## config.mk

```make
export PLATFORM = sky130hd
export DESIGN_NAME = sorted_insert_table
export DESIGN_NICKNAME = d
export VERILOG_FILES = /design/src/sv/sit_pkg.sv /design/src/sv/sorted_insert_table.sv /design/src/sv/sit_dp.sv /design/src/sv/sit_ctrl.sv
export SDC_FILE = /design/constraint.sdc
export NUM_CORES = 1
export LEC_CHECK = 0
export BUFFER_PORTS_ARGS = -buffer_cell sky130_fd_sc_hd__buf_2
export CELL_PAD_IN_SITES_DETAIL_PLACEMENT = 2
export CELL_PAD_IN_SITES_GLOBAL_PLACEMENT = 2
export CORE_MARGIN = 1.5
export CORE_UTILIZATION = 47
export CTS_CLUSTER_DIAMETER = 100
export DETAILED_ROUTE_END_ITERATION = 12
export PLACE_DENSITY = 0.82
export SLEW_MARGIN = 20
export SYNTH_ARGS = -nofsm -noshare
export SYNTH_HDL_FRONTEND = slang
export SYNTH_SLANG_ARGS = --single-unit
export TNS_END_PERCENT = 5
```

## constraint.sdc

```tcl
create_clock -name clk -period 5.7 [get_ports clk]
set_input_delay 0.57 -clock clk [delete_from_list [all_inputs] [get_ports clk]]
set_output_delay 0.57 -clock clk [all_outputs]
set_load 0.05 [all_outputs]
```

## src/sv/sit_pkg.sv

```systemverilog
// Shared types and constants for the sorted insert table.
`default_nettype none

package sit_pkg;

    localparam int CAPACITY_DEF = 16;
    localparam int KEY_W        = 32;
    localparam int IDX_W        = 4;
    localparam int MODE_W       = 2;
    localparam int STATUS_W     = 2;
    localparam int COUNT_W      = 5;

    typedef enum logic [MODE_W-1:0] {
        MODE_INSERT = 2'd0,
        MODE_LOOKUP = 2'd1,
        MODE_REMOVE = 2'd2,
        MODE_NOP    = 2'd3
    } mode_t;

    typedef enum logic [STATUS_W-1:0] {
        ST_DONE  = 2'd0,
        ST_FULL  = 2'd1,
        ST_RANGE = 2'd2
    } status_t;

    // memory read address source; the scan pointer follows every read
    typedef enum logic [2:0] {
        RD_NONE = 3'd0,
        RD_TOP  = 3'd1,
        RD_IDX  = 3'd2,
        RD_DOWN = 3'd3,
        RD_UP   = 3'd4
    } rd_src_t;

    // memory write address and data source
    typedef enum logic [2:0] {
        WR_NONE       = 3'd0,
        WR_KEY_ZERO   = 3'd1,
        WR_KEY_ABOVE  = 3'd2,
        WR_SHIFT_UP   = 3'd3,
        WR_SHIFT_DOWN = 3'd4
    } wr_src_t;

    typedef enum logic [2:0] {
        RES_HOLD  = 3'd0,
        RES_DONE  = 3'd1,
        RES_FULL  = 3'd2,
        RES_RANGE = 3'd3,
        RES_TAKE  = 3'd4
    } res_op_t;

    typedef enum logic [2:0] {
        S_IDLE,
        S_DECODE,
        S_INS_SCAN,
        S_INS_LAST,
        S_LOOK,
        S_REM_TAKE,
        S_REM_SCAN,
        S_FIN
    } state_t;

    typedef struct packed {
        logic    load;
        rd_src_t rd_src;
        wr_src_t wr_src;
        logic    fill_inc;
        logic    fill_dec;
        res_op_t res_op;
        logic    out_load;
    } cmd_t;

    typedef struct packed {
        mode_t mode;
        logic  is_full;
        logic  idx_bad;
        logic  fill_zero;
        logic  key_lt;
        logic  cur_zero;
        logic  more;
    } sts_t;

endpackage

`default_nettype wire

```

## src/sv/sorted_insert_table.sv

```systemverilog
// Sorted insert table top level: ascending key table with insert, lookup and remove.
// Throughput: one item at a time; the scans over the key memory (one read and one
//   write port), one entry a cycle, set the rate.
// Reset (rst_n, async low) empties the table and clears the handshake state;
//   stored keys are not cleared, only keys below the fill count are ever read.
`default_nettype none

module sorted_insert_table #(
    parameter int CAPACITY = sit_pkg::CAPACITY_DEF
) (
    input  wire logic                          clk,
    input  wire logic                          rst_n,
    // input item channel
    input  wire logic                          in_valid,
    output logic                               in_stall,
    input  wire logic [sit_pkg::MODE_W-1:0]    mode,
    input  wire logic [sit_pkg::KEY_W-1:0]     key,
    input  wire logic [sit_pkg::IDX_W-1:0]     index,
    // result item channel
    output logic                               out_valid,
    input  wire logic                          out_stall,
    output logic      [sit_pkg::KEY_W-1:0]     data,
    output logic      [sit_pkg::STATUS_W-1:0]  status,
    output logic      [sit_pkg::COUNT_W-1:0]   count
);
    import sit_pkg::*;

    // Commands flow from the controller into the datapath, status back.
    // Insert scans down from the top entry, moving each larger-or-equal key
    // up one slot, and drops the new key in above the first smaller one.
    // Remove reads the taken key, then moves each later key down one slot.
    // The result sits in an output register, so the next item can be taken
    // while the previous result waits.
    cmd_t cmd;
    sts_t sts;

    sit_ctrl u_ctrl (
        .clk       (clk),
        .rst_n     (rst_n),
        .in_valid  (in_valid),
        .in_stall  (in_stall),
        .out_valid (out_valid),
        .out_stall (out_stall),
        .sts       (sts),
        .cmd       (cmd)
    );

    sit_dp #(
        .CAPACITY (CAPACITY)
    ) u_dp (
        .clk    (clk),
        .rst_n  (rst_n),
        .cmd    (cmd),
        .sts    (sts),
        .mode   (mode),
        .key    (key),
        .index  (index),
        .data   (data),
        .status (status),
        .count  (count)
    );

endmodule

`default_nettype wire

```

## src/sv/sit_dp.sv

```systemverilog
// Datapath: key memory, fill count, scan pointer and result registers.
`default_nettype none

module sit_dp #(
    parameter int CAPACITY = sit_pkg::CAPACITY_DEF
) (
    input  wire logic                          clk,
    input  wire logic                          rst_n,
    input  wire sit_pkg::cmd_t                 cmd,
    output sit_pkg::sts_t                      sts,
    input  wire logic [sit_pkg::MODE_W-1:0]    mode,
    input  wire logic [sit_pkg::KEY_W-1:0]     key,
    input  wire logic [sit_pkg::IDX_W-1:0]     index,
    output logic      [sit_pkg::KEY_W-1:0]     data,
    output logic      [sit_pkg::STATUS_W-1:0]  status,
    output logic      [sit_pkg::COUNT_W-1:0]   count
);
    import sit_pkg::*;

    localparam int AW = $clog2(CAPACITY);
    localparam int FW = $clog2(CAPACITY + 1);
    localparam int CW = (FW > IDX_W) ? FW : IDX_W;

    logic [KEY_W-1:0] mem [CAPACITY];

    mode_t            mode_reg;
    logic [KEY_W-1:0] key_reg;
    logic [IDX_W-1:0] idx_reg;
    logic [FW-1:0]    fill_reg, fill_next;
    logic [AW-1:0]    cur_reg, cur_next;
    logic [KEY_W-1:0] rd_data_reg;
    status_t          res_status_reg, res_status_next;
    logic [KEY_W-1:0] res_data_reg, res_data_next;
    logic [KEY_W-1:0] data_reg;
    status_t          status_reg;
    logic [COUNT_W-1:0] count_reg;

    logic [FW-1:0]    fill_m1;
    logic [AW-1:0]    idx_addr;
    logic [AW-1:0]    cur_up;
    logic [AW-1:0]    cur_down;
    logic [AW-1:0]    rd_addr;
    logic             rd_en;
    logic [AW-1:0]    wr_addr;
    logic [KEY_W-1:0] wr_data;
    logic             wr_en;

    assign fill_m1  = fill_reg - FW'(1);
    assign idx_addr = AW'(idx_reg);
    assign cur_up   = cur_reg + AW'(1);
    assign cur_down = cur_reg - AW'(1);

    // status to the controller
    assign sts.mode      = mode_reg;
    assign sts.is_full   = (fill_reg == FW'(CAPACITY));
    assign sts.idx_bad   = (CW'(idx_reg) >= CW'(fill_reg));
    assign sts.fill_zero = (fill_reg == '0);
    assign sts.key_lt    = (rd_data_reg < key_reg);
    assign sts.cur_zero  = (cur_reg == '0);
    assign sts.more      = ((FW'(cur_reg) + FW'(1)) < fill_reg);

    always_comb
    begin
        rd_en    = 1'b1;
        rd_addr  = cur_reg;
        cur_next = cur_reg;
        unique case (cmd.rd_src)
            RD_TOP:  rd_addr = fill_m1[AW-1:0];
            RD_IDX:  rd_addr = idx_addr;
            RD_DOWN: rd_addr = cur_down;
            RD_UP:   rd_addr = cur_up;
            default: rd_en   = 1'b0;
        endcase
        if (rd_en)
        begin
            cur_next = rd_addr;
        end
    end

    always_comb
    begin
        wr_en   = 1'b1;
        wr_addr = cur_up;
        wr_data = rd_data_reg;
        unique case (cmd.wr_src)
            WR_KEY_ZERO:
            begin
                wr_addr = '0;
                wr_data = key_reg;
            end
            WR_KEY_ABOVE:  wr_data = key_reg;
            WR_SHIFT_UP:   wr_addr = cur_up;
            WR_SHIFT_DOWN: wr_addr = cur_down;
            default:       wr_en   = 1'b0;
        endcase
    end

    always_comb
    begin
        fill_next = fill_reg;
        if (cmd.fill_inc)
        begin
            fill_next = fill_reg + FW'(1);
        end
        else if (cmd.fill_dec)
        begin
            fill_next = fill_m1;
        end
    end

    always_comb
    begin
        res_status_next = res_status_reg;
        res_data_next   = res_data_reg;
        unique case (cmd.res_op)
            RES_DONE:
            begin
                res_status_next = ST_DONE;
                res_data_next   = '0;
            end
            RES_FULL:
            begin
                res_status_next = ST_FULL;
                res_data_next   = '0;
            end
            RES_RANGE:
            begin
                res_status_next = ST_RANGE;
                res_data_next   = '0;
            end
            RES_TAKE:
            begin
                res_status_next = ST_DONE;
                res_data_next   = rd_data_reg;
            end
            default: ;
        endcase
    end

    always_ff @(posedge clk)
    begin
        if (wr_en)
        begin
            mem[wr_addr] <= wr_data;
        end
        if (rd_en)
        begin
            rd_data_reg <= mem[rd_addr];
        end
    end

    always_ff @(posedge clk or negedge rst_n)
    begin
        if (!rst_n)
        begin
            fill_reg <= '0;
        end
        else
        begin
            fill_reg <= fill_next;
        end
    end

    always_ff @(posedge clk)
    begin
        if (cmd.load)
        begin
            mode_reg <= mode_t'(mode);
            key_reg  <= key;
            idx_reg  <= index;
        end
        cur_reg        <= cur_next;
        res_status_reg <= res_status_next;
        res_data_reg   <= res_data_next;
        if (cmd.out_load)
        begin
            data_reg   <= res_data_reg;
            status_reg <= res_status_reg;
            count_reg  <= COUNT_W'(fill_reg);
        end
    end

    assign data   = data_reg;
    assign status = status_reg;
    assign count  = count_reg;

endmodule

`default_nettype wire

```

## src/sv/sit_ctrl.sv

```systemverilog
// Controller: operation sequencing and handshake state machine.
`default_nettype none

module sit_ctrl (
    input  wire logic          clk,
    input  wire logic          rst_n,
    input  wire logic          in_valid,
    output logic               in_stall,
    output logic               out_valid,
    input  wire logic          out_stall,
    input  wire sit_pkg::sts_t sts,
    output sit_pkg::cmd_t      cmd
);
    import sit_pkg::*;

    state_t state_reg, state_next;
    logic   out_valid_reg, out_valid_next;
    logic   out_free;

    assign out_free = !out_valid_reg || !out_stall;
    assign in_stall = (state_reg != S_IDLE);
    assign out_valid = out_valid_reg;

    always_comb
    begin
        state_next = state_reg;
        unique case (state_reg)
            S_IDLE:
                if (in_valid)
                begin
                    state_next = S_DECODE;
                end
            S_DECODE:
                unique case (sts.mode)
                    MODE_INSERT:
                        if (sts.is_full || sts.fill_zero)
                        begin
                            state_next = S_FIN;
                        end
                        else
                        begin
                            state_next = S_INS_SCAN;
                        end
                    MODE_LOOKUP:
                        state_next = sts.idx_bad ? S_FIN : S_LOOK;
                    MODE_REMOVE:
                        state_next = sts.idx_bad ? S_FIN : S_REM_TAKE;
                    default:
                        state_next = S_FIN;
                endcase
            S_INS_SCAN:
                if (sts.key_lt)
                begin
                    state_next = S_FIN;
                end
                else if (sts.cur_zero)
                begin
                    state_next = S_INS_LAST;
                end
            S_INS_LAST:
                state_next = S_FIN;
            S_LOOK:
                state_next = S_FIN;
            S_REM_TAKE:
                state_next = sts.more ? S_REM_SCAN : S_FIN;
            S_REM_SCAN:
                if (!sts.more)
                begin
                    state_next = S_FIN;
                end
            S_FIN:
                if (out_free)
                begin
                    state_next = S_IDLE;
                end
            default:
                state_next = S_IDLE;
        endcase
    end

    always_comb
    begin
        cmd = '0;
        unique case (state_reg)
            S_IDLE:
                cmd.load = in_valid;
            S_DECODE:
            begin
                cmd.res_op = RES_DONE;
                unique case (sts.mode)
                    MODE_INSERT:
                        if (sts.is_full)
                        begin
                            cmd.res_op = RES_FULL;
                        end
                        else if (sts.fill_zero)
                        begin
                            cmd.wr_src   = WR_KEY_ZERO;
                            cmd.fill_inc = 1'b1;
                        end
                        else
                        begin
                            cmd.rd_src = RD_TOP;
                        end
                    MODE_LOOKUP, MODE_REMOVE:
                        if (sts.idx_bad)
                        begin
                            cmd.res_op = RES_RANGE;
                        end
                        else
                        begin
                            cmd.rd_src = RD_IDX;
                        end
                    default: ;
                endcase
            end
            S_INS_SCAN:
                if (sts.key_lt)
                begin
                    cmd.wr_src   = WR_KEY_ABOVE;
                    cmd.fill_inc = 1'b1;
                end
                else
                begin
                    cmd.wr_src = WR_SHIFT_UP;
                    if (!sts.cur_zero)
                    begin
                        cmd.rd_src = RD_DOWN;
                    end
                end
            S_INS_LAST:
            begin
                cmd.wr_src   = WR_KEY_ZERO;
                cmd.fill_inc = 1'b1;
            end
            S_LOOK:
                cmd.res_op = RES_TAKE;
            S_REM_TAKE:
            begin
                cmd.res_op = RES_TAKE;
                if (sts.more)
                begin
                    cmd.rd_src = RD_UP;
                end
                else
                begin
                    cmd.fill_dec = 1'b1;
                end
            end
            S_REM_SCAN:
            begin
                cmd.wr_src = WR_SHIFT_DOWN;
                if (sts.more)
                begin
                    cmd.rd_src = RD_UP;
                end
                else
                begin
                    cmd.fill_dec = 1'b1;
                end
            end
            S_FIN:
                cmd.out_load = out_free;
            default: ;
        endcase
    end

    always_comb
    begin
        out_valid_next = out_valid_reg && out_stall;
        if (state_reg == S_FIN && out_free)
        begin
            out_valid_next = 1'b1;
        end
    end

    always_ff @(posedge clk or negedge rst_n)
    begin
        if (!rst_n)
        begin
            state_reg     <= S_IDLE;
            out_valid_reg <= 1'b0;
        end
        else
        begin
            state_reg     <= state_next;
            out_valid_reg <= out_valid_next;
        end
    end

endmodule

`default_nettype wire
```

==> Word level (Yosys, flattened, before mapping) <==
Memory sizes are Yosys's and may differ from the RTL's. A register that Yosys moved wholly into a read port is not among the register bits.
Cells that the tools add are included.
{ "word_totals": {"romBits": 0, "inputBits": 42, "register_bits": 124, "mem_bits_rw": 512, "latch_bits": 0, "n_memories": 1, "word_cells": 116, "out_inout_bits": 41} }
{ "memory_table": {"columns": ["name", "words", "word_bits", "read_ports", "rd_clocked_by_memory_dff", "write_ports", "line_no", "source"], "rows": [
  ["u_dp.mem", 16, 32, 1, 1, 1, "sit_dp.sv:24", "logic [KEY_W-1:0] mem [CAPACITY];"]
]} }
{ "op_classes": {"n_lt_le_gt_ge": 3, "mul": 0, "n_div": 0, "reduce_logical": 24, "shifts": 0, "eq_ne": 26, "mux": 45, "add_sub_neg": 5, "n_bitwise": 0} }
{ "op_table": {"columns": ["cell", "count"], "rows": [
  ["$pmux 32 s2", 1],
  ["$lt 32x32->1", 1],
  ["$mux 32", 1],
  ["$eq 3x2->1 const B", 8],
  ["$mux 3", 8],
  ["$eq 3x3->1 const B", 7],
  ["$pmux 3 s7", 1],
  ["$pmux 3 s2", 3],
  ["$pmux 3 s3", 2],
  ["$pmux 4 s4", 1],
  ["$mux 2", 7],
  ["$mux 1", 13],
  ["$eq 3x1->1 const B", 4],
  ["$pmux 3 s4", 1],
  ["$reduce_or 2->1", 6],
  ["$mux 5", 2],
  ["$pmux 4 s2", 1],
  ["$reduce_or 4->1", 2],
  ["$mux 7", 1],
  ["$pmux 2 s3", 1],
  ["$reduce_bool 3->1", 2],
  ["$add 4x1->5 const B", 1],
  ["$add 5x1->5 const B", 1],
  ["$eq 5x5->1 const B", 1],
  ["22 further kinds", 27]
]} }

==> Logic depth before layout (Yosys ltp) <==
Gate-level depths: netlist of the first run.
{ "depth": {"word_depth": 10, "ltp_mapped": 16} }

==> Hierarchy <==
From an unflattened synthesis of the first run, not the netlist that was laid out.
{ "unflattened": {"hier_cells": 1660, "area_unflattened_um2": 27896.8} }
{ "by_module_without_submodules": {"columns": ["module", "seq_area_each_um2", "area_each_um2", "n_inst", "cells_per_inst"], "rows": [
  ["sit_dp", 19914.1, 27362.5, 1, 1595],
  ["sit_ctrl", 100.1, 534.3, 1, 65]
]} }

==> Least setup slack after synthesis of the first run <==
OpenSTA, ideal clock, no wires.
{ "synth_path": {"path_kind": "flip-flop to flip-flop", "startpoint": "reg u_dp.rd_data_reg[31] (read register of u_dp.mem)", "endpoint": "reg u_dp.rd_data_reg[10] (read register of u_dp.mem) (data pin)", "n_path_buf": 3, "arrival_ns": 4.103, "stages_incl_launch_ff": 14, "slack_ns": 1.330, "setup_time_ns": 0.267, "required_time_ns": 5.433, "synth_period_minus_slack_ns": 4.370, "path_cell_list": "edfxtp_1 -> ha_1 -> nand4_2 -> or4_1 -> or3_4 -> a31oi_4 -> a211o_1 -> a2bb2oi_1 -> buf_4 -> buf_6 -> buf_4 -> mux2_2 -> a22oi_1 -> nand4_1"} }
{ "synth_between": {"elab_chain_len": 6, "word_cells_on_any_way": 10, "classes_between": "1 x order compare; 4 x eq/ne; 4 x mux; 1 x reduce/logical"} }
{ "synth_lines": {"columns": ["element", "line_no", "source"], "rows": [
  ["start, declared", "sit_dp.sv:31", "logic [KEY_W-1:0] rd_data_reg;"],
  ["$lt 32x32->1 *", "sit_dp.sv:58", "assign sts.key_lt = (rd_data_reg < key_reg);"],
  ["$mux 3 *", "sit_ctrl.sv:118", "if (sts.key_lt)"],
  ["$pmux 3 s3 *", "sit_ctrl.sv:84", "unique case (state_reg)"],
  ["$eq 3x1->1 (tied with other cells)", "sit_dp.sv:67", "unique case (cmd.rd_src)"],
  ["$reduce_or 4->1 (no source line)", null, null],
  ["$mux 1", "sit_dp.sv:67", null]
]} }
Every way passes the cells marked *; elsewhere a longest branch is shown, timed or not.
A chain may end at the register's enable or synchronous reset.

==> Final worst setup path of the first run <==
{ "layout_path": {"startpoint": "reg u_ctrl.state_reg[0]", "endpoint": "reg u_dp.rd_data_reg[18] (read register of u_dp.mem) (data pin)"} }
{ "layout_between": {"elab_chain_len": 6, "word_cells_on_any_way": 13, "classes_between": "8 x eq/ne; 3 x mux; 2 x reduce/logical"} }
{ "layout_lines": {"columns": ["element", "line_no", "source"], "rows": [
  ["start, declared", "sit_ctrl.sv:16", "state_t state_reg, state_next;"],
  ["start signal, assigned", "sit_ctrl.sv:186", "state_reg <= state_next;"],
  ["$eq 3x3->1", "sit_ctrl.sv:84", null],
  ["$reduce_or 2->1 (no source line)", null, null],
  ["$pmux 3 s3 *", "sit_ctrl.sv:84", null],
  ["$eq 3x1->1 (tied with other cells)", "sit_dp.sv:67", null],
  ["$reduce_or 4->1 (no source line)", null, null],
  ["$mux 1", "sit_dp.sv:67", null]
]} }
Marked as above.

==> results of run 1 <==
## path summary, 6_finish.rpt
kind	from	end	cells after the start
setup / recovery	u_ctrl.state_reg[0]	u_dp.rd_data_reg[18]	12
hold / removal	key[8]	u_dp.key_reg[8]	1
setup reg to reg	u_ctrl.state_reg[0]	u_dp.rd_data_reg[18]	12
hold reg to reg	u_dp.res_data_reg[31]	u_dp.data[31]	0
max in group asynchronous	rst_n	u_dp.fill_reg[3]	2
min in group asynchronous	rst_n	u_ctrl.state_reg[2]	2
## worst max-delay path: stages, from the launching register on
cell       delay [ns]
dfrtp_1          0.49
inv_1            0.24
ha_2             0.39
nor2b_1          0.48
o21ai_0          0.38
or3_4            0.50
a31oi_4          0.28
a211o_2          0.53
a2bb2oi_4        0.51
buf_4            0.45
mux2_1           0.38
a22oi_1          0.26
nand4_1          0.25
## layout make-up
cell class	instances	share of cell area
Antenna cell	1	0.00008015
Clock buffer	89	0.06043
Clock inverter	39	0.01182
Inverter	54	0.006492
Multi-Input combinational cell	751	0.2214
Sequential cell	668	0.6410
Tap cell	765	0.03066
Timing Repair Buffer	129	0.02813
## logic make-up (layout without fill, tap and decap cells)
logic type | count (synthesis) | after routing
fa+ha+maj | 51 | 51
flops | 668 | 668
compound gates | 204 | 204
mux | 258 | 258
other cells | 0 | 1
xor+xnor | 11 | 11
simple gates | 227 | 227
buf+inv | 120 | 311
## placed cells by master, fill, tap and decap left out, types with 4 or more instances in the layout
master / synthesis / routed
buf_12: 0 / 9
nor2_4: 0 / 17
ha_1: 51 / 50
nand2b_1: 8 / 8
nor2_1: 34 / 16
and2_1: 33 / 33
nand2_1: 36 / 35
nor2b_1: 5 / 5
a22oi_1: 66 / 66
nand3_1: 38 / 38
o41ai_1: 5 / 5
clkbuf_16: 0 / 73
buf_2: 22 / 82
mux2_1: 21 / 21
a21o_1: 6 / 6
buf_4: 13 / 37
inv_6: 0 / 4
a211oi_1: 4 / 4
clkbuf_1: 20 / 16
clkinv_2: 0 / 8
dfrtp_1: 9 / 9
mux2i_1: 65 / 65
xnor2_1: 10 / 10
clkinv_1: 0 / 18
mux4_2: 32 / 32
nor3_1: 11 / 10
bufinv_16: 0 / 7
a31oi_1: 11 / 11
o21a_1: 5 / 4
a21oi_1: 21 / 20
o22a_1: 32 / 32
edfxtp_1: 659 / 659
nand4_1: 37 / 37
o21ai_0: 18 / 18
inv_1: 54 / 54
mux2_2: 140 / 140
## routing by layer
metal / global-route usage / vias to the layer above / part of all wire
met4: 0.1155 / 0 / 0.035
li1: - / 6437 / -
met5: 0 / - / 0
met1: 0.3846 / 8499 / 0.40
met2: 0.5294 / 607 / 0.51
met3: 0.04039 / 189 / 0.046
## repair_timing
action | 4_1_cts | 5_1_grt
resized for setup | 0 | 2
setup endpoints to repair | 0 | 18
endpoints found under the hold margin | 9 | 0
setup buffers | 0 | 0
hold buffers | 1 | 0
## power by group through the flow
stage | Clock, uW | Combinational, uW | Sequential [uW]
after floorplan | 0 | 5010 | 7760
after global placement | 0 | 7210 | 7680
after detailed placement | 0 | 7940 | 7790
after CTS | 4740 | 8160 | 7720
after global routing | 4880 | 8580 | 7780
final | 4690 | 8190 | 7720
## through the flow
step	setup WS [ns]	cell area (um^2)	instances	utilization	hold WS, ns
CTS	0.1432	31210	2495	0.5419	0.09124
global route	0.02314	31220	2495	0.5422	0.1044
detailed placement	0.1361	28940	2366	0.5026	0.4068
finish	0.2046	31220	2496	0.5422	0.1160
floorplan	1.330	27290	1539	-	0.2744
global placement	0.4840	28940	2366	0.5026	0.4003
==> flow_metrics.tcl, run 1 <==
set metrics [dict create \
    insertion_delay_ns 0.64 \
    ant_nets 0 \
    multiInputGateArea_um2 6912 \
    ys_seq_area_frac 0.7334 \
    status "completed" \
    start_util 0.4739 \
    end_kind "flip-flop" \
    cp_max_fo 21 \
    powerDensity_nw_per_um2 659.7 \
    synth_most_common_cell "edfxtp_1" \
    drtIter0Drc 1481 \
    routed_via_density 6.303 \
    yosys_warnings 0 \
    r2r_slack_ns 0.20 \
    syn_to_final_growth_pct 14.41 \
    synth_area_leaders "edfxtp_1 (73%), mux2_2 (5.8%), mux4_2 (2.6%)" \
    slew_headroom 0.2738 \
    grt_pass1_vias 17338 \
    htreeDepth 3 \
    min_period_ns 5.495 \
    power_uw 20600 \
    synth-adder-area-share 0.02338 \
    comb_power_share 0.398 \
    io_buffers 82 \
    synth_top_area_share 0.7251 \
    worstPathRequired_ns 6.00 \
    wl_per_cell_um 35.71 \
    syn_area_um2 27290 \
    route.detailed.drc 0 \
    firstDrtPassIters 5 \
    dieArea_um2 59520 \
    clock-skew-final_ns 0.03966 \
    power_switching_share 0.3860 \
    synth.distinct_cells 68 \
    coreArea_um2 57590 \
    drive_gt1_frac 0.2526 \
    grt_max_degree 68 \
    async_reset_ff_frac 0.01347 \
    synth_edf_count 659 \
    syn_avg_cell_area_um2 17.73 \
    grt_overflow_total 0 \
    dp_hpwl_um 51950 \
    path_clk_slew_ns 0.06 \
    largest-register "u_dp.mem" \
    final_hold_viol_count 0 \
    finalSetupViolations 0 \
    period_share 0.9641 \
    cts_sinks 668 \
    p_seq_frac 0.375 \
    synth-simple-area-share 0.04530 \
    cp-start-kind "flip-flop" \
    pwr-share-clk 0.228 \
    hold_path.class "in2reg" \
    p_int_uw 12650 \
    yosys-top-cells-count "edfxtp_1 (659), mux2_2 (140), a22oi_1 (66), mux2i_1 (65), inv_1 (54)" \
    irDropWorstVdd_uv 547.1 \
    slew_violations 0 \
    ios 83 \
    power.leakage_uw 0.01056 \
    grt_antenna_before_repair 0 \
    syn_inst 1539 \
    cts_tree "built" \
    die-width_um 244.0 \
    rows 88 \
    p_sw_uw 7950 \
    rsz0062_at_grt "false" \
    yosys.area_share.xor_xnor 0.003530 \
    syn_nets 1632 \
    largest_reg_flops 512 \
    place.gp.congestion 0.7558 \
    synth_ff_type "edfxtp_1" \
    grt_pass1_wl_um 128200 \
    nNetsFinal 1768 \
    track_usage 0.3029 \
    synth_compound_area_frac 0.05621 \
    worstSetupPathType "reg2reg" \
    synth_mux_area_frac 0.1167 \
    fmax_ghz 0.1820 \
    synth_top_family_by_area "multiplexers" \
    cts_buffers 71 \
    maxCapViolations 0 \
    worstMarginPinSlew_ns 1.078 \
    arrival_ns 5.80 \
    finalWirelength_um 89120 \
    fillers 4950 \
    clk_path_buf_depth 3 \
    setup_tns_ns 0 \
    seq_area_um2 20010 \
    root_buffer "clkbuf_16" \
    synth_seq_cells 668 \
    die_y_um 244.0 \
    num_vias 15732 \
    yosysTopAreaCell "edfxtp_1" \
]
Power figures use the tool's default switching activity.
==> run 2, diff against run 1 <==
--- a/config.mk
+++ b/config.mk
@@ -12,9 +12,10 @@
 export CORE_UTILIZATION = 47
 export CTS_CLUSTER_DIAMETER = 100
 export DETAILED_ROUTE_END_ITERATION = 12
-export PLACE_DENSITY = 0.82
+export PLACE_DENSITY = 0.83
 export SLEW_MARGIN = 20
 export SYNTH_ARGS = -nofsm -noshare
 export SYNTH_HDL_FRONTEND = slang
+export SYNTH_HIERARCHICAL = 1
 export SYNTH_SLANG_ARGS = --single-unit
 export TNS_END_PERCENT = 5
==> run 2 against run 1 <==
- register-to-register slack worse by 0.19 ns
- synthesized area is 2.2% higher
- final cell count is 5.7% higher
- wire length is 4.0% higher
- global-route usage is 0.71 points higher
- design area is 3.2% higher
- flip-flop and latch count stayed put
- sequential share of layout area is 2.0 points lower
- first-iteration DRC count is 15% lower
==> flow_metrics.tcl, run 2 <==
set metrics [dict create \
    syn_inst 1660 \
    critical_path.top_delay_family "simple AND/OR/NAND/NOR gates" \
    slowest_delay_ns 0.51 \
    largest_reg_flops 512 \
    io_buffers 82 \
    drtIter0Drc 1255 \
    min_period_ns 5.682 \
    period_share 0.9969 \
    largest-register "u_dp/mem" \
    htreeDepth 3 \
    grt_overflow_total 0 \
    nNetsFinal 1907 \
    finalWirelength_um 92710 \
    worstSetupPathType "reg2reg" \
    grt_antenna_before_repair 0 \
    reg2reg_from "u_dp/key_reg[30]" \
    routed_via_density 6.157 \
    dieArea_um2 60830 \
    fmax_ghz 0.1760 \
    arrival_ns 6.04 \
    worstPathCellList "inv_1 > ha_1 > nand4_1 > nor2_1 > nand2_1 > or3_1 > a31oi_2 > nor3_2 > buf_4 > nor2_1 > nand2_1 > o21ai_4 > buf_4 > nor3b_1 > a21oi_1 > o221ai_4 > buf_12 > buf_12 > mux2_2 > a21oi_1 > o221ai_2" \
    cts_buffers 71 \
    yosys_warnings 6 \
    die_y_um 246.6 \
    clock-skew-final_ns 0.04247 \
    syn_to_final_growth_pct 15.47 \
    die-width_um 246.6 \
    synth_most_common_cell "edfxtp_1" \
    critPathBufInv 5 \
    grt_pass1_vias 18081 \
    worstSetupStartpoint "u_dp/key_reg[30]" \
    yosys-top-cells-count "edfxtp_1 (659), mux2i_1 (256), nor2_1 (101), mux2_2 (98), a21oi_1 (86)" \
    slowest_stage "or3_1" \
    syn_nets 1750 \
    end_kind "flip-flop" \
    dp_hpwl_um 55560 \
    final_common_cell "edfxtp_1" \
    multiInputGateArea_um2 7505 \
    place.gp.congestion 0.8176 \
    final_hold_viol_count 0 \
    grt_pass1_wl_um 132100 \
    num_vias 16242 \
    setup_tns_ns 0 \
    ant_nets 0 \
    synth_ff_type "edfxtp_1" \
    async_reset_ff_frac 0.01347 \
    final_cell_area_um2 32210 \
    coreArea_um2 58800 \
    cp_max_fo 51 \
    insertion_delay_ns 0.64 \
    layout_common_cells "edfxtp_1 (659), mux2i_1 (256), mux2_2 (98), a21oi_1 (85)" \
    firstDrtPassIters 5 \
    start_util 0.4745 \
    track_usage 0.3100 \
    rows 89 \
    maxCapViolations 0 \
    yosysTopAreaCell "edfxtp_1" \
    synth_top_area_share 0.7094 \
    syn_avg_cell_area_um2 16.81 \
    cp-start-kind "flip-flop" \
    fillers 5060 \
    ios 83 \
    dp.cells 2512 \
    synth_edf_count 659 \
    seq_area_um2 20010 \
    final_util 0.5479 \
    finalSetupViolations 0 \
    ys_seq_area_frac 0.7174 \
    synth_area_leaders "edfxtp_1 (71%), mux2i_1 (9.2%), mux2_2 (4.0%)" \
    route.detailed.drc 0 \
    final-instance-count-excl-fill 2638 \
    syn_area_um2 27900 \
    cts_sinks 668 \
    cts_tree "built" \
    place_area_um2 29920 \
    synth.distinct_cells 63 \
    hold_path.class "in2reg" \
    drive_gt1_frac 0.2402 \
    min-delay-start "key[8]" \
    root_buffer "clkbuf_16" \
    synth_seq_cells 668 \
    path_clk_slew_ns 0.06 \
    slew_headroom 0.2962 \
    worstPathRequired_ns 6.06 \
    status "completed" \
    rsz0062_at_grt "true" \
    slew_violations 0 \
    clk_path_buf_depth 3 \
    wl_per_cell_um 35.14 \
    grt_max_degree 70 \
    worstMarginPinSlew_ns 1.044 \
    num_antenna_cells 0 \
]
[run 2: changes by cell type after synthesis, moves of 31 or more]
| cell | previous run | this run |
|---|---|---|
| a21oi_1 | 21 | 86 |
| a22oi_1 | 66 | 5 |
| and2_1 | 33 | 0 |
| and3_1 | 3 | 37 |
| mux2_2 | 140 | 98 |
| mux2i_1 | 65 | 256 |
| mux4_2 | 32 | 0 |
| nand4_1 | 37 | 6 |
| nor2_1 | 34 | 101 |
| o22a_1 | 32 | 0 |
[run 2: metal layers]
| layer | vias up | routed length, um | GRT usage |
|---|---|---|---|
| met3 | 248 | 4411 | 0.04837 |
| met5 | - | 0 | 0 |
| met4 | 0 | 4455 | 0.1447 |
| met1 | 8601 | 35740 | 0.3712 |
| li1 | 6759 | - | - |
| met2 | 634 | 48100 | 0.5473 |
[run 2: worst reg2reg max path, delay by kind of cell, from the launching register on]
kind,cells,cell delay [ns]
buf+inv,5,1.28
flops,1,0.46
compound gates,6,1.36
simple gates,8,1.60
fa+ha+maj,1,0.35
mux,1,0.37
[run 2: per-stage QoR]
stage	worst slack [ns]	hold WS (ns)
6_report	0.01790	0.1115
5_1_grt	-0.1501	0.09301
4_1_cts	0.02957	0.08644
3_5_place_dp	-0.2042	0.4061
3_3_place_gp	0.1981	0.4006
2_1_floorplan	0.6213	0.2744
[run 2: logic make-up after synthesis]
group,share of synthesized area
DFF,0.7174
muxes,0.1314
and+or+nand+nor,0.03920
AOI/OAI and AO/OA,0.06373
buffers and inverters,0.02234
adders and majority gates,0.02153
xor gates and xnor gates,0.004351
[run 2: worst paths after layout]
check	endpoint	slack (ns)	depth (start not counted)
worst min register to register	u_dp/data[7]	0.42	0
worst min-delay path	u_dp/key_reg[8]	0.11	1
worst max register to register	u_dp/rd_data_reg[7]	0.02	21
max in group asynchronous	u_dp/fill_reg[3]	5.18	2
min in group asynchronous	u_dp/fill_reg[0]	0.34	2
worst max-delay path	u_dp/rd_data_reg[7]	0.02	21
[run 2: cell type report]
| class | count | area share |
|---|---|---|
| Sequential cell | 668 | 0.6213 |
| Multi-Input combinational cell | 852 | 0.2330 |
| Clock buffer | 99 | 0.06071 |
| Timing Repair Buffer | 164 | 0.04051 |
| Tap cell | 773 | 0.03003 |
| Clock inverter | 22 | 0.007458 |
| Inverter | 60 | 0.006992 |
[run 2: timing repair]
action / in CTS / in global routing
resized for setup: 3 / 11
endpoints found under the setup margin: 26 / 177
buffers inserted: 1 / 3
hold buffers: 1 / 0
endpoints found under the hold margin: 9 / 0
pin swaps: 1 / 1
Power of run 2 is not shown: default switching activity piles up to over one toggle a cycle in this logic, so the estimate is an artifact.
==> run 3, diff against run 2 <==
--- a/config.mk
+++ b/config.mk
@@ -8,6 +8,7 @@
 export BUFFER_PORTS_ARGS = -buffer_cell sky130_fd_sc_hd__buf_2
 export CELL_PAD_IN_SITES_DETAIL_PLACEMENT = 2
 export CELL_PAD_IN_SITES_GLOBAL_PLACEMENT = 2
+export CORE_ASPECT_RATIO = 2
 export CORE_MARGIN = 1.5
 export CORE_UTILIZATION = 47
 export CTS_CLUSTER_DIAMETER = 100
==> constraint.sdc (replaced) <==
create_clock -name clk -period 5.7 [get_ports clk]
set_input_delay 0.285 -clock clk [delete_from_list [all_inputs] [get_ports clk]]
set_output_delay 0.285 -clock clk [all_outputs]
set_load 0.05 [all_outputs]
==> run 3 against run 2 <==
- first-iteration DRC count rose by 13%
- worst setup slack improved by 0.0040 ns
- maximum frequency barely moved
- non-clock buffer count increased by 50
- die area grew 0.14%
- register-to-register slack barely moved
- critical path depth unchanged
==> flow_metrics.tcl, run 3 (same netlist as run 2, synthesis figures left out) <==
set metrics [dict create \
    worstPathCellList "ha_1 > a21o_1 > a21oi_1 > o21ai_0 > a41oi_1 > a31oi_1 > nor3_1 > buf_4 > nor2_1 > nand2_1 > o21ai_1 > buf_4 > inv_1 > and3_1 > o41a_1 > o32a_1 > buf_4 > nor2_4 > buf_4 > a22oi_2 > o221ai_2" \
    cp.depth 21 \
    status "completed" \
    cts_tree "built" \
    grt_pass1_vias 18441 \
    final_util 0.5569 \
    syn_to_final_growth_pct 17.38 \
    wl_per_cell_um 35.10 \
    holdWs_ns 0.03564 \
    worstRegToRegCells 21 \
    track_usage 0.3137 \
    slowest_stage "nor2_4" \
    rsz0062_at_grt "true" \
    grt_pass1_wl_um 134900 \
    place.gp.congestion 0.8091 \
    reg2reg_from "u_dp/rd_data_reg[1]" \
    slew_headroom 0.2537 \
    path_clk_slew_ns 0.08 \
    cts_buffers 59 \
    ant_nets 0 \
    hold_path.class "in2async" \
    ios 83 \
    cp_max_fo 12 \
    fmax_ghz 0.1761 \
    die-width_um 175.3 \
    period_share 0.9962 \
    start_util 0.4744 \
    num_vias 16314 \
    coreArea_um2 58800 \
    grt_antenna_before_repair 1 \
    rows 126 \
    layout_common_cells "edfxtp_1 (659), mux2i_1 (255), mux2_2 (98), a21oi_1 (84), nor2_1 (83)" \
    end_kind "flip-flop" \
    worstSetupPathType "reg2reg" \
    cp-start-kind "flip-flop" \
    final.setup.worst_slack_ns 0.02188 \
    dp_hpwl_um 56190 \
    clk_path_buf_depth 3 \
    critical_path.top_delay_family "compound AO/OA/AOI/OAI gates" \
    io_buffers 82 \
    dieArea_um2 60910 \
    slowest_delay_ns 0.58 \
    grt_max_degree 95 \
    place_ws_ns 0.08700 \
    critPathBufInv 5 \
    largest_reg_flops 512 \
    insertion_delay_ns 0.65 \
    nNetsFinal 1945 \
    finalSetupViolations 0 \
    num_antenna_cells 0 \
    crit_top_cell "buf_4" \
    worstMarginPinSlew_ns 1.119 \
    fillers 5014 \
    die_y_um 347.5 \
    drtIter0Drc 1423 \
    firstDrtPassIters 5 \
    clock-skew-final_ns 0.03936 \
    finalWirelength_um 93790 \
    grt_overflow_total 0 \
    routed_via_density 6.106 \
    root_buffer "clkbuf_16" \
    final_hold_viol_count 0 \
    r2r_end "u_dp/rd_data_reg[27]" \
    slew_violations 0 \
    cts_sinks 668 \
    drive_gt1_frac 0.2495 \
    min_period_ns 5.678 \
    worstPathRequired_ns 6.16 \
    r2r_slack_ns 0.02 \
    maxCapViolations 0 \
    largest-register "u_dp/mem" \
    route.detailed.drc 0 \
    arrival_ns 6.14 \
    htreeDepth 2 \
    final_common_cell "edfxtp_1" \
]
## run 3: cell types whose count changed in the layout (fill, tap and decap cells not counted), sizes merged
cell         change
clkinv           +2
bufinv           +5
inv              +7
clkbuf          -38
clkinvlp        +13
buf             +10
bufbuf           +1
dlygate4sd3     +39
## run 3: how the worst max path moves through the flow
| stage | start | to | slack (ns) |
|---|---|---|---|
| floorplan | u_dp/rd_data_reg[27] | u_dp/mem[8][0] | 0.62 |
| global placement | u_dp/rd_data_reg[27] | u_dp/rd_data_reg[15] | 0.42 |
| detailed placement | u_dp/rd_data_reg[27] | u_dp/rd_data_reg[25] | 0.09 |
| CTS | u_dp/rd_data_reg[27] | u_dp/rd_data_reg[25] | 0.1 |
| global route | u_dp/rd_data_reg[27] | u_dp/mem[1][1] | -0.11 |
| finish | u_dp/rd_data_reg[1] | u_dp/rd_data_reg[27] | 0.02 |
## run 3: timing repair
action | CTS | global route
pin swaps | 1 | 1
gates resized for setup | 2 | 7
setup buffers | 2 | 5
endpoints found under the setup margin | 31 | 213
hold buffers | 40 | 0
cloned | 1 | 0
endpoints found under the hold margin | 48 | 0
## run 3: cell type report
| type | count | area [um^2] | share of cell area |
|---|---|---|---|
| inverters | 60 | 225.2 | 0.006878 |
| clock inverters | 49 | 570.5 | 0.01742 |
| multi-input cells | 852 | 7496 | 0.2289 |
| clock buffers | 61 | 1484 | 0.04532 |
| well taps | 768 | 960.9 | 0.02934 |
| flip-flops and latches | 668 | 20010 | 0.6112 |
| repair buffers | 214 | 1996 | 0.06094 |
## run 3: routing by layer
layer	share of wire	up-vias	wire length (um)	track usage
met5	0	-	0	0
met4	0.045	0	4224	0.1313
met3	0.048	218	4475	0.03746
met2	0.54	645	50770	0.5835
met1	0.37	8608	34320	0.3605
li1	-	6843	-	-
## run 3: worst reg2reg max path: cells and delay by family, from the launching register on
| kind | cells | cell delay (ns) |
|---|---|---|
| AOI/OAI and AO/OA | 10 | 2.62 |
| adders and majority gates | 1 | 0.30 |
| buffers and inverters | 5 | 1.05 |
| DFF | 1 | 0.43 |
| and+or+nand+nor | 5 | 1.11 |
## run 3: through the flow
stage	cells	TNS, ns	instance area (um^2)
2_1_floorplan	1660	0	27900
3_3_place_gp	2514	0	30130
3_5_place_dp	2514	0	30130
4_1_cts	2667	0	32650
5_1_grt	2672	-8.614	32750
6_report	2672	0	32750
Power of run 3 is left out for the same reason.
